File: config.mk
export PLATFORM = sky130hd
export DESIGN_NAME = inverter_frequency_panel_dds_loader
export DESIGN_NICKNAME = d
export VERILOG_FILES = /design/src/rtl/ifpdl_pkg.sv /design/src/rtl/ifpdl_front.sv /design/src/rtl/ifpdl_fifo.sv /design/src/rtl/ifpdl_back.sv /design/src/rtl/inverter_frequency_panel_dds_loader.sv
export SDC_FILE = /design/constraint.sdc
export NUM_CORES = 1
export LEC_CHECK = 0
export ABC_AREA = 1
export BUFFER_PORTS_ARGS = -buffer_cell sky130_fd_sc_hd__buf_2
export CORE_ASPECT_RATIO = 1.1
export CORE_MARGIN = 1
export CORE_UTILIZATION = 38
export CTS_CLUSTER_SIZE = 20
export DETAILED_ROUTE_END_ITERATION = 7
export GPL_TIMING_DRIVEN = 1
export HOLD_SLACK_MARGIN = 0.03
export PLACE_DENSITY = 0.65
export SYNTH_ARGS = -nofsm -noshare
export SYNTH_HDL_FRONTEND = slang
export SYNTH_SLANG_ARGS = --single-unit
File: constraint.sdc
create_clock -name clk_i -period 17.6 [get_ports clk_i]
set_input_delay 1.76 -clock clk_i [delete_from_list [all_inputs] [get_ports clk_i]]
set_output_delay 1.76 -clock clk_i [all_outputs]
set_load 0.005 [all_outputs]
File: src/rtl/ifpdl_pkg.sv
// ----------------------------------------------------------------------------
// ifpdl_pkg
// Shared types and constants of the inverter frequency panel loader.
// ----------------------------------------------------------------------------
package ifpdl_pkg;

  localparam int unsigned FreqW  = 10;
  localparam int unsigned StepW  = 7;
  localparam int unsigned TuneW  = 20;
  localparam int unsigned WordW  = 16;
  localparam int unsigned CsW    = 3;
  localparam int unsigned CfgIdxW = 2;

  localparam logic [CfgIdxW-1:0] CfgFreqMin = 2'd0;
  localparam logic [CfgIdxW-1:0] CfgFreqMax = 2'd1;
  localparam logic [CfgIdxW-1:0] CfgTuning  = 2'd2;

  localparam logic [FreqW-1:0] FreqMinReset = 10'd10;
  localparam logic [FreqW-1:0] FreqMaxReset = 10'd1000;
  localparam logic [FreqW-1:0] TuningReset  = 10'd268;
  localparam logic [FreqW-1:0] FreqReset    = 10'd30;
  localparam logic [StepW-1:0] StepReset    = 7'd1;
  localparam logic [StepW-1:0] StepMax      = 7'd100;
  localparam logic [StepW-1:0] StepMin      = 7'd1;

  localparam logic [WordW-1:0] WordReset  = 16'h2100;
  localparam logic [WordW-1:0] WordFreq   = 16'h4000;
  localparam logic [WordW-1:0] WordPhase  = 16'hC000;
  localparam logic [WordW-1:0] WordSync   = 16'h2000;
  localparam logic [CsW-1:0]   CsAll      = 3'd7;

  localparam logic [3:0] LastFrameIdx = 4'd12;

  typedef struct packed {
    logic             burst;
    logic             drive;
    logic [FreqW-1:0] freq;
    logic [StepW-1:0] step;
    logic             enabled;
  } cmd_t;

  function automatic logic [11:0] phase_word(input logic [1:0] chip);
    logic [11:0] p;
    unique case (chip)
      2'd1:    p = 12'd2731;
      2'd2:    p = 12'd1365;
      default: p = 12'd0;
    endcase
    return p;
  endfunction

endpackage

File: src/rtl/ifpdl_front.sv
// ----------------------------------------------------------------------------
// ifpdl_front
// Button poll handling: frequency, step, enable and edge state; one command
// per accepted poll.
// ----------------------------------------------------------------------------
module ifpdl_front (
  input  logic                                clk_i,
  input  logic                                rst_ni,
  input  logic                                accept_i,
  input  logic                                btn_up_i,
  input  logic                                btn_down_i,
  input  logic                                btn_left_i,
  input  logic                                btn_right_i,
  input  logic                                btn_ctrl_i,
  input  logic [ifpdl_pkg::FreqW-1:0]         freq_min_i,
  input  logic [ifpdl_pkg::FreqW-1:0]         freq_max_i,
  output ifpdl_pkg::cmd_t                     cmd_o
);

  logic [ifpdl_pkg::FreqW-1:0] freq_q, freq_d, freq_up;
  logic [ifpdl_pkg::StepW-1:0] step_q, step_d, step_l;
  logic                        enabled_q, enabled_d;
  logic                        programmed_q, programmed_d;
  logic                        left_q, left_d, right_q, right_d, ctrl_q, ctrl_d;
  logic [ifpdl_pkg::FreqW:0]   sum;
  logic [ifpdl_pkg::FreqW:0]   diff;
  logic [10:0]                 times10;
  logic [14:0]                 div10;
  logic                        prog;

  always_comb begin
    freq_d  = freq_q;
    step_d  = step_q;
    left_d  = left_q;
    right_d = right_q;
    freq_up = freq_q;
    step_l  = step_q;
    sum     = {1'b0, freq_q} + {4'd0, step_q};
    diff    = '0;
    times10 = '0;
    div10   = '0;
    if (!enabled_q) begin
      if (btn_up_i) begin
        freq_up = (sum < {1'b0, freq_max_i}) ? sum[ifpdl_pkg::FreqW-1:0] : freq_max_i;
      end
      freq_d = freq_up;
      if (btn_down_i) begin
        diff = {1'b0, freq_up} - {4'd0, step_q};
        freq_d = (!diff[ifpdl_pkg::FreqW] && (diff[ifpdl_pkg::FreqW-1:0] > freq_min_i)) ?
                 diff[ifpdl_pkg::FreqW-1:0] : freq_min_i;
      end
      if (btn_left_i && !left_q && (step_q < ifpdl_pkg::StepMax)) begin
        times10 = {4'd0, step_q} * 11'd10;
        step_l  = times10[ifpdl_pkg::StepW-1:0];
      end
      step_d = step_l;
      if (btn_right_i && !right_q && (step_l > ifpdl_pkg::StepMin)) begin
        div10  = {8'd0, step_l} * 15'd205;
        step_d = {3'd0, div10[14:11]};
      end
      left_d  = btn_left_i;
      right_d = btn_right_i;
    end
    enabled_d = (btn_ctrl_i && !ctrl_q) ? !enabled_q : enabled_q;
    ctrl_d    = btn_ctrl_i;
    prog      = enabled_d && !programmed_q;
    if (prog) begin
      programmed_d = 1'b1;
    end else if (!enabled_d) begin
      programmed_d = 1'b0;
    end else begin
      programmed_d = programmed_q;
    end
  end

  assign cmd_o = '{burst: prog, drive: programmed_d, freq: freq_d,
                   step: step_d, enabled: enabled_d};

  always_ff @(posedge clk_i or negedge rst_ni) begin
    if (!rst_ni) begin
      freq_q       <= ifpdl_pkg::FreqReset;
      step_q       <= ifpdl_pkg::StepReset;
      enabled_q    <= 1'b0;
      programmed_q <= 1'b0;
      left_q       <= 1'b0;
      right_q      <= 1'b0;
      ctrl_q       <= 1'b0;
    end else if (accept_i) begin
      freq_q       <= freq_d;
      step_q       <= step_d;
      enabled_q    <= enabled_d;
      programmed_q <= programmed_d;
      left_q       <= left_d;
      right_q      <= right_d;
      ctrl_q       <= ctrl_d;
    end
  end

endmodule

File: src/rtl/ifpdl_fifo.sv
// ----------------------------------------------------------------------------
// ifpdl_fifo
// Small command queue between poll handling and frame sequencing.
// ----------------------------------------------------------------------------
module ifpdl_fifo #(
  parameter int unsigned Depth = 2
) (
  input  logic            clk_i,
  input  logic            rst_ni,
  input  logic            push_i,
  input  ifpdl_pkg::cmd_t data_i,
  output logic            full_o,
  input  logic            pop_i,
  output logic            empty_o,
  output ifpdl_pkg::cmd_t data_o
);

  localparam int unsigned AW = $clog2(Depth);
  localparam int unsigned CW = $clog2(Depth + 1);

  ifpdl_pkg::cmd_t mem_q [Depth];
  logic [AW-1:0]   wr_q, wr_d, rd_q, rd_d;
  logic [CW-1:0]   cnt_q, cnt_d;
  logic            do_push, do_pop;

  assign full_o  = (cnt_q == CW'(Depth));
  assign empty_o = (cnt_q == '0);
  assign do_push = push_i && !full_o;
  assign do_pop  = pop_i && !empty_o;
  assign data_o  = mem_q[rd_q];

  always_comb begin
    wr_d  = wr_q;
    rd_d  = rd_q;
    cnt_d = cnt_q;
    if (do_push) begin
      wr_d = (wr_q == AW'(Depth - 1)) ? '0 : wr_q + AW'(1);
    end
    if (do_pop) begin
      rd_d = (rd_q == AW'(Depth - 1)) ? '0 : rd_q + AW'(1);
    end
    if (do_push && !do_pop) begin
      cnt_d = cnt_q + CW'(1);
    end else if (do_pop && !do_push) begin
      cnt_d = cnt_q - CW'(1);
    end
  end

  always_ff @(posedge clk_i) begin
    if (do_push) begin
      mem_q[wr_q] <= data_i;
    end
  end

  always_ff @(posedge clk_i or negedge rst_ni) begin
    if (!rst_ni) begin
      wr_q  <= '0;
      rd_q  <= '0;
      cnt_q <= '0;
    end else begin
      wr_q  <= wr_d;
      rd_q  <= rd_d;
      cnt_q <= cnt_d;
    end
  end

endmodule

File: src/rtl/ifpdl_back.sv
// ----------------------------------------------------------------------------
// ifpdl_back
// Frame sequencer: expands each command into a status result or the
// thirteen synthesizer frames, through a registered result slot.
// ----------------------------------------------------------------------------
module ifpdl_back (
  input  logic                          clk_i,
  input  logic                          rst_ni,
  input  logic                          cmd_empty_i,
  input  ifpdl_pkg::cmd_t               cmd_i,
  output logic                          cmd_pop_o,
  input  logic [ifpdl_pkg::FreqW-1:0]   tuning_factor_i,
  input  logic                          pop_i,
  output logic                          empty_o,
  output logic                          frame_valid_o,
  output logic [ifpdl_pkg::CsW-1:0]     chip_select_o,
  output logic [ifpdl_pkg::WordW-1:0]   frame_word_o,
  output logic                          last_o,
  output logic                          drive_on_o,
  output logic [ifpdl_pkg::FreqW-1:0]   freq_now_o,
  output logic [ifpdl_pkg::StepW-1:0]   step_now_o,
  output logic                          enabled_now_o
);

  ifpdl_pkg::cmd_t              cmd_q;
  logic [ifpdl_pkg::TuneW-1:0]  tw_q;
  logic                         busy_q;
  logic [3:0]                   idx_q;
  logic                         out_valid_q;
  logic                         advance;
  logic                         f_valid, f_last, f_drive;
  logic [ifpdl_pkg::CsW-1:0]    f_cs;
  logic [ifpdl_pkg::WordW-1:0]  f_word;

  assign empty_o   = !out_valid_q;
  assign advance   = busy_q && (!out_valid_q || pop_i);
  assign cmd_pop_o = !busy_q && !cmd_empty_i;

  always_comb begin
    f_valid = 1'b1;
    f_last  = 1'b0;
    f_drive = 1'b0;
    f_cs    = ifpdl_pkg::CsW'(3'b001 << idx_q[3:2]);
    f_word  = ifpdl_pkg::WordReset;
    if (!cmd_q.burst) begin
      f_valid = 1'b0;
      f_last  = 1'b1;
      f_drive = cmd_q.drive;
      f_cs    = '0;
      f_word  = '0;
    end else if (idx_q == ifpdl_pkg::LastFrameIdx) begin
      f_last  = 1'b1;
      f_drive = 1'b1;
      f_cs    = ifpdl_pkg::CsAll;
      f_word  = ifpdl_pkg::WordSync;
    end else begin
      unique case (idx_q[1:0])
        2'd0: f_word = ifpdl_pkg::WordReset;
        2'd1: f_word = ifpdl_pkg::WordFreq | {2'b00, tw_q[13:0]};
        2'd2: f_word = ifpdl_pkg::WordFreq | {10'd0, tw_q[19:14]};
        2'd3: f_word = ifpdl_pkg::WordPhase | {4'd0, ifpdl_pkg::phase_word(idx_q[3:2])};
        default: f_word = ifpdl_pkg::WordReset;
      endcase
    end
  end

  always_ff @(posedge clk_i) begin
    if (cmd_pop_o) begin
      cmd_q <= cmd_i;
      tw_q  <= ifpdl_pkg::TuneW'(cmd_i.freq) * ifpdl_pkg::TuneW'(tuning_factor_i);
    end
    if (advance) begin
      frame_valid_o <= f_valid;
      chip_select_o <= f_cs;
      frame_word_o  <= f_word;
      last_o        <= f_last;
      drive_on_o    <= f_drive;
      freq_now_o    <= cmd_q.freq;
      step_now_o    <= cmd_q.step;
      enabled_now_o <= cmd_q.enabled;
    end
  end

  always_ff @(posedge clk_i or negedge rst_ni) begin
    if (!rst_ni) begin
      busy_q      <= 1'b0;
      idx_q       <= '0;
      out_valid_q <= 1'b0;
    end else begin
      if (cmd_pop_o) begin
        busy_q <= 1'b1;
        idx_q  <= '0;
      end else if (advance) begin
        busy_q <= !f_last;
        idx_q  <= idx_q + 4'd1;
      end
      if (advance) begin
        out_valid_q <= 1'b1;
      end else if (pop_i) begin
        out_valid_q <= 1'b0;
      end
    end
  end

endmodule

File: src/rtl/inverter_frequency_panel_dds_loader.sv
// ----------------------------------------------------------------------------
// inverter_frequency_panel_dds_loader
// Button panel for an inverter with three-synthesizer programming bursts.
// ----------------------------------------------------------------------------
// Each poll is taken and queued as a command; the frame sequencer then emits
// one result per cycle while its result slot is empty or popped: one status
// result for a plain poll, or thirteen frames when enable rises, each command
// first taking a load step. The sequencer loads a new command only once the
// last one is done. Polls are taken while the command queue has room
// (QueueDepth entries), so the front side keeps running during a burst.
// Configuration writes are always ready and should be made while idle.
module inverter_frequency_panel_dds_loader #(
  parameter int unsigned QueueDepth = 2
) (
  input  logic                                  clk_i,
  input  logic                                  rst_ni,
  input  logic                                  push,
  output logic                                  full,
  input  logic                                  btn_up_i,
  input  logic                                  btn_down_i,
  input  logic                                  btn_left_i,
  input  logic                                  btn_right_i,
  input  logic                                  btn_ctrl_i,
  input  logic                                  pop,
  output logic                                  empty,
  output logic                                  frame_valid_o,
  output logic [ifpdl_pkg::CsW-1:0]             chip_select_o,
  output logic [ifpdl_pkg::WordW-1:0]           frame_word_o,
  output logic                                  last_o,
  output logic                                  drive_on_o,
  output logic [ifpdl_pkg::FreqW-1:0]           freq_now_o,
  output logic [ifpdl_pkg::StepW-1:0]           step_now_o,
  output logic                                  enabled_now_o,
  input  logic                                  cfg_valid_i,
  output logic                                  cfg_ready_o,
  input  logic [ifpdl_pkg::CfgIdxW-1:0]         cfg_index_i,
  input  logic [ifpdl_pkg::FreqW-1:0]           cfg_data_i
);

  logic [ifpdl_pkg::FreqW-1:0] freq_min_q, freq_max_q, tuning_q;
  ifpdl_pkg::cmd_t             front_cmd, queue_cmd;
  logic                        accept, q_empty, q_pop;

  assign cfg_ready_o = 1'b1;
  assign accept      = push && !full;

  always_ff @(posedge clk_i or negedge rst_ni) begin
    if (!rst_ni) begin
      freq_min_q <= ifpdl_pkg::FreqMinReset;
      freq_max_q <= ifpdl_pkg::FreqMaxReset;
      tuning_q   <= ifpdl_pkg::TuningReset;
    end else if (cfg_valid_i && cfg_ready_o) begin
      unique case (cfg_index_i)
        ifpdl_pkg::CfgFreqMin: freq_min_q <= cfg_data_i;
        ifpdl_pkg::CfgFreqMax: freq_max_q <= cfg_data_i;
        ifpdl_pkg::CfgTuning:  tuning_q   <= cfg_data_i;
        default: ;
      endcase
    end
  end

  ifpdl_front u_front (
    .clk_i       (clk_i),
    .rst_ni      (rst_ni),
    .accept_i    (accept),
    .btn_up_i    (btn_up_i),
    .btn_down_i  (btn_down_i),
    .btn_left_i  (btn_left_i),
    .btn_right_i (btn_right_i),
    .btn_ctrl_i  (btn_ctrl_i),
    .freq_min_i  (freq_min_q),
    .freq_max_i  (freq_max_q),
    .cmd_o       (front_cmd)
  );

  ifpdl_fifo #(
    .Depth (QueueDepth)
  ) u_fifo (
    .clk_i   (clk_i),
    .rst_ni  (rst_ni),
    .push_i  (push),
    .data_i  (front_cmd),
    .full_o  (full),
    .pop_i   (q_pop),
    .empty_o (q_empty),
    .data_o  (queue_cmd)
  );

  ifpdl_back u_back (
    .clk_i           (clk_i),
    .rst_ni          (rst_ni),
    .cmd_empty_i     (q_empty),
    .cmd_i           (queue_cmd),
    .cmd_pop_o       (q_pop),
    .tuning_factor_i (tuning_q),
    .pop_i           (pop),
    .empty_o         (empty),
    .frame_valid_o   (frame_valid_o),
    .chip_select_o   (chip_select_o),
    .frame_word_o    (frame_word_o),
    .last_o          (last_o),
    .drive_on_o      (drive_on_o),
    .freq_now_o      (freq_now_o),
    .step_now_o      (step_now_o),
    .enabled_now_o   (enabled_now_o)
  );

  a_sync_drives: assert property (@(posedge clk_i) disable iff (!rst_ni)
    (!empty && frame_valid_o && chip_select_o == ifpdl_pkg::CsAll)
      |-> (drive_on_o && last_o))
    else $error("sync frame without drive or last");

  a_status_last: assert property (@(posedge clk_i) disable iff (!rst_ni)
    (!empty && !frame_valid_o) |-> (last_o && chip_select_o == '0))
    else $error("status result malformed");

  a_burst_frames: assert property (@(posedge clk_i) disable iff (!rst_ni)
    (!empty && frame_valid_o && chip_select_o != ifpdl_pkg::CsAll)
      |-> (!drive_on_o && !last_o && enabled_now_o))
    else $error("burst frame with drive, last or disabled");

endmodule
* Word-level counts from Yosys, hierarchy flattened *
Memories as Yosys holds them, arrays and structs flattened.
Index checks and enable logic that the tools add are counted.
W data, S select, Z words.

operators by class
  add/sub/neg operators = 7
  multipliers = 3
  order comparisons = 4
  equal/unequal tests = 9
  shift-type cells = 1
  mux-type cells = 33
  bitwise gates (word level) = 2
  reductions and logical operators = 38

operators with widths
  kind                    number
  $pmux W16 S4            1
  $mux W10                6
  $mux W7                 4
  $pmux W12 S2            1
  $mul A10 B10 Y20        1
  $mul A7 B8 Y15 const B  1
  $mux W1                 15
  $mux W14                1
  $logic_and A1 B1 Y1     13
  $logic_not A1 Y1        13
  $add A10 B7 Y11         1
  $lt A11 B10 Y1          1
  $sub A10 B7 Y11         1
  $eq A2 B2 Y1 const B    5
  $gt A10 B10 Y1          1
  $mux W4                 2
  $reduce_and A2 Y1       4
  $gt A7 B1 Y1 const B    1
  $lt A7 B7 Y1 const B    1
  $mul A7 B3 Y6 const B   1
  $eq A2 B1 Y1 const B    3
  $logic_not A2 Y1        3
  $reduce_bool A2 Y1      3
  $add A4 B1 Y4 const B   1
  other kinds (10)        13

storage, ports and cells
  register bits = 142
  RAM bits = 40
  output and inout bits = 43
  logic and storage cells = 129
  memories kept = 1

memories
  memory        depth  width  rd ports  clocked after memory_dff  wr ports  RTL line          source
  u_fifo.mem_q  2      20     1         0                         1         ifpdl_fifo.sv:21  ifpdl_pkg::cmd_t mem_q [Depth];

* Longest topological paths before layout *
  depth after elaboration = 11
  depth in mapped cells = 47
  depth with buffers taken out = 46

* By module *
From an unflattened synthesis, not the netlist that was laid out.

second synthesis, totals
  cells, all modules = 1,619
  area total of the unflattened synthesis = 13,789.5 sq um

modules (own cells, without submodules)
  module                               instances  cells each  area an instance (sq um)  seq. area each (sq um)
  ifpdl_back                           1          695         6,608.8                   2,552.4
  ifpdl_front                          1          649         4,200.3                   556.8
  ifpdl_fifo                           1          136         1,687.9                   1,301.2
  inverter_frequency_panel_dds_loader  1          139         1,292.5                   764.5

* Least setup slack after synthesis *
No wires, ideal clock.

  path kind = input to register
  start point = in btn_left_i
  end point = mem u_fifo.mem_q[0][3] (netlist name), data pin
  library setup time = 0.155 ns
  data arrival time = 5.636 ns
  path slack = 11.809 ns
  cell stages on the path = 22
  path buffers = 1
  path through = inv_1 > nor2_1 > nand2_1 > buf_2 > o21ai_0 > ha_1 > inv_1 > fa_1 > inv_1 > ha_1 > fa_1 > ha_1 > a21oi_1 > o21ai_0 > a211oi_1 > nand2_1 > inv_2 > o21ai_1 > or2_2 > nand3_1 > nand3_1 > o21ai_1

RTL lines
  item             RTL line                                   source
  start, declared  inverter_frequency_panel_dds_loader.sv:21  input logic btn_left_i,
  end, declared    ifpdl_fifo.sv:21

==> run summary <==
Num rows - 70
Core footprint - 33460 um2
Worst-path cell chain - inv_1, or2_2, o21ai_0, clkinv_1, nand2_1, fa_1, fa_1, inv_1, fa_1, fa_1, fa_1, ha_1, nand2_1, o21ai_0, nand2_1, o2111ai_1, nand3_1, nand2_1, a21o_1, a21oi_1, xor2_1
Synth area leader - edfxtp_1
CP max-delay cell - dfrtp_1
Mean Syn Cell Area - 9.160 um2
Die height - 196.1 um
Routed length per instance - 15.19 um
Highest Signal Layer - met4
RePlAce Congestion - 0.9139
Fin crit share - 0.3806
Vias in the first global route - 9428
Port Buffers - 63
Post-CTS resize count - 0
Top cell by count, worst path - fa_1
Largest cells by area after synthesis - edfxtp_1, ha_1, fa_1, nand2_1, dfrtp_1
Num CTS Buffers - 17
Final hold violations - 0
Skew final - 0.01661 ns
Yosys warnings - 0
CTS tree - yes
Area of the die - 35000 um2
Clock Latency Late Sink - 0.44 ns
CP Launch Type - flop
Filler cells - 3281
XOR/XNOR Fraction of Synth Area - 0.02288
Multi-input logic area - 6756 um2
Via/cell ratio - 4.884
Antenna violations before repair - 0
Vias post-DR - 9402
Arrival @ worst endpoint - 6.88 ns
DP HPWL - 23320 um
Crit-path leading delay family - adder cells
Diodes inserted - 0
Hold Crit Class - flop to flop
Chip Width - 178.5 um
Multiplexer area fraction after synthesis - 0
Synth Area in Adders - 0.2478
Synthesis-stage register bit count - 182
Max transition margin - 0.3019
ANT nets after route - 0
Crit path kind - flop to flop
Status - complete, no violations
GR Overflow Total - 0
Detailed-route DRC error count - 0
Max Root-Sink Buffers - 2
Global Route Usage Sum - 0.1755
CP Capture Type - flop
Minimum clock period - 6.699 ns
Critical Path Max Stage Delay - 0.77 ns
WP buf/inv - 3
Top cell type's share of synthesized area - 0.2768
Detailed Routing Iterations Pass 1 - 5
Largest net degree at the start of global routing - 63
Initial Util - 0.3890
Worst endpoint required time - 17.78 ns
Ratio of cells with drive above 1 in the final layout - 0.1038
Max frequency - 149.3 MHz
DRT iter0 DRCs - 635
Hold_buf cts - 0
Layout area overhead - 10.79%
CP max FO - 22
Syn Inst Count - 1421
Setup bufs post-CTS - 0
Slew Viols, Final - 0
RSZ-0062 raised after global routing - false
Post-Syn Area - 13020 um2
# nets final - 1716
Routed wl met2 - 14570 um
M1 wire length - 13070 um
Complex-gate fraction of the synthesized area - 0.08469
Setup Total Neg Slack - 0 ns
Main combinational cell family by area after synthesis - adder cells
Max-cap violations - 0
Root buffer cell - clkbuf_16
CTS sink count - 182
Syn Nets - 1657
Slew @ Worst Pin - 1.036 ns
I/O pins - 65
Cell variety after synth - 51
CTS clk-pin slew, worst paths - 0.08 ns
Total Wirelength - 29230 um
Met3 WL post-DR - 934 um
Sequential fraction of the synthesis area - 0.3976
Simple-gate share of the synthesized area - 0.1625
First-pass GRT wire length - 47800 um
Register area - 5175 um2
Htree depth - 4
Final setup fails - 0
cell type report:
cell class,instances,share of cell area
clock buffer,18,0.03045
multi-input combinational,949,0.4685
tap,432,0.03748
clock inverter,14,0.01180
inverter,261,0.06793
timing repair buffer,69,0.02499
sequential,182,0.3588
metal layers:
layer	track usage	vias up
met5	0	-
met3	0.02151	30
li1	-	4700
met2	0.3006	191
met4	0.05650	0
met1	0.2284	4481
cell families after synthesis:
family	after synthesis
buffers and inverters	290
AOI/OAI and AO/OA	189
DFF	182
adders and majority gates	214
other	1
xor gates and xnor gates	34
and+or+nand+nor	511
placed cells by master (no fill, tap or decap), types with 3 or more instances in the layout:
cell | Yosys | layout
nand2_2 | 7 | 7
nor3_1 | 3 | 3
edfxtp_1 | 120 | 120
nor2_1 | 91 | 91
o21ai_1 | 10 | 10
inv_1 | 250 | 249
buf_2 | 3 | 63
xor2_1 | 23 | 23
xnor2_1 | 11 | 11
a211oi_1 | 3 | 3
or2_2 | 13 | 13
fa_1 | 73 | 73
dfstp_2 | 16 | 16
o21ai_0 | 65 | 65
o21bai_1 | 3 | 3
inv_6 | 0 | 3
a221oi_1 | 5 | 5
o22ai_1 | 4 | 4
a21oi_1 | 61 | 60
a22oi_1 | 17 | 17
nand4_1 | 6 | 6
clkbuf_16 | 0 | 17
buf_4 | 1 | 6
clkinv_1 | 5 | 6
nand3_1 | 64 | 64
ha_1 | 141 | 141
inv_2 | 6 | 6
a21o_1 | 4 | 4
dfrtp_1 | 46 | 46
inv_8 | 0 | 4
nand2_1 | 317 | 317
clkinv_8 | 0 | 4
synth_stat cells (all sizes together):
cell	count
edfxtp	120
dfrtp	46
buf	12
a22oi	17
o21bai	3
o211ai	2
nand2	326
a21oi	64
and2	1
xnor2	11
dfstp	16
fa	73
a211oi	3
a21boi	4
nor2	93
a32oi	1
conb	1
and3	1
a31oi	1
clkbuf	17
or2	13
a21o	4
nand3b	1
o22ai	4
a221oi	5
inv	256
nand4	6
o31ai	1
nand3	66
ha	141
xor2	23
o21ai	77
o21a	2
nor4	1
nor3	3
clkinv	5
o2111ai	1
state kept, by name (all words and copies together) (netlist names), 10 cells and up:
| name | count |
|---|---|
| freq_max_q | 10 |
| freq_min_q | 10 |
| tuning_q | 10 |
| u_back.cmd_q | 20 |
| u_back.frame_word_o | 16 |
| u_back.freq_now_o | 10 |
| u_back.tw_q | 20 |
| u_fifo.mem_q | 40 |
| u_front.freq_q | 10 |
final timing paths:
path / startpoint / endpoint / slack, ns / cells past startpoint
worst max-delay path: u_fifo.rd_q$_DFFE_PN0P_ / u_back.tw_q[18]$_DFFE_PP_ / 10.90 / 21
worst min-delay path: u_back.cmd_q[9]$_DFFE_PP_ / u_back.freq_now_o[1]$_DFFE_PP_ / 0.42 / 0
worst max register to register: u_fifo.rd_q$_DFFE_PN0P_ / u_back.tw_q[18]$_DFFE_PP_ / 10.90 / 21
worst min register to register: u_back.cmd_q[9]$_DFFE_PP_ / u_back.freq_now_o[1]$_DFFE_PP_ / 0.42 / 0
max in group asynchronous: rst_ni / u_back.idx_q[1]$_DFFE_PN0P_ / 15.51 / 2
min in group asynchronous: rst_ni / freq_min_q[7]$_DFFE_PN0P_ / 1.51 / 2
metrics by stage:
step	cells	util	hold WS (ns)	worst slack (ns)	instance area, um2
finish	1925	0.4310	0.4209	10.90	14420
global route	1925	0.4310	0.4271	10.43	14420
CTS	1925	0.4310	0.4221	10.90	14420
detailed placement	1893	0.4128	0.4045	10.78	13810
global placement	1893	0.4128	0.4044	10.90	13810
floorplan	1421	-	0.4003	11.81	13020
worst register-to-register path: cells and delay by family (launching register included):
family | cells | cell delay [ns]
flops | 1 | 0.77
xor+xnor | 1 | 0.14
compound gates | 5 | 0.79
buf+inv | 3 | 0.92
fa+ha+maj | 6 | 2.89
simple gates | 6 | 0.94
Power is left out: the tool's default activity adds up to more than one toggle a clock period on the data nets, which glitch-free logic cannot reach.
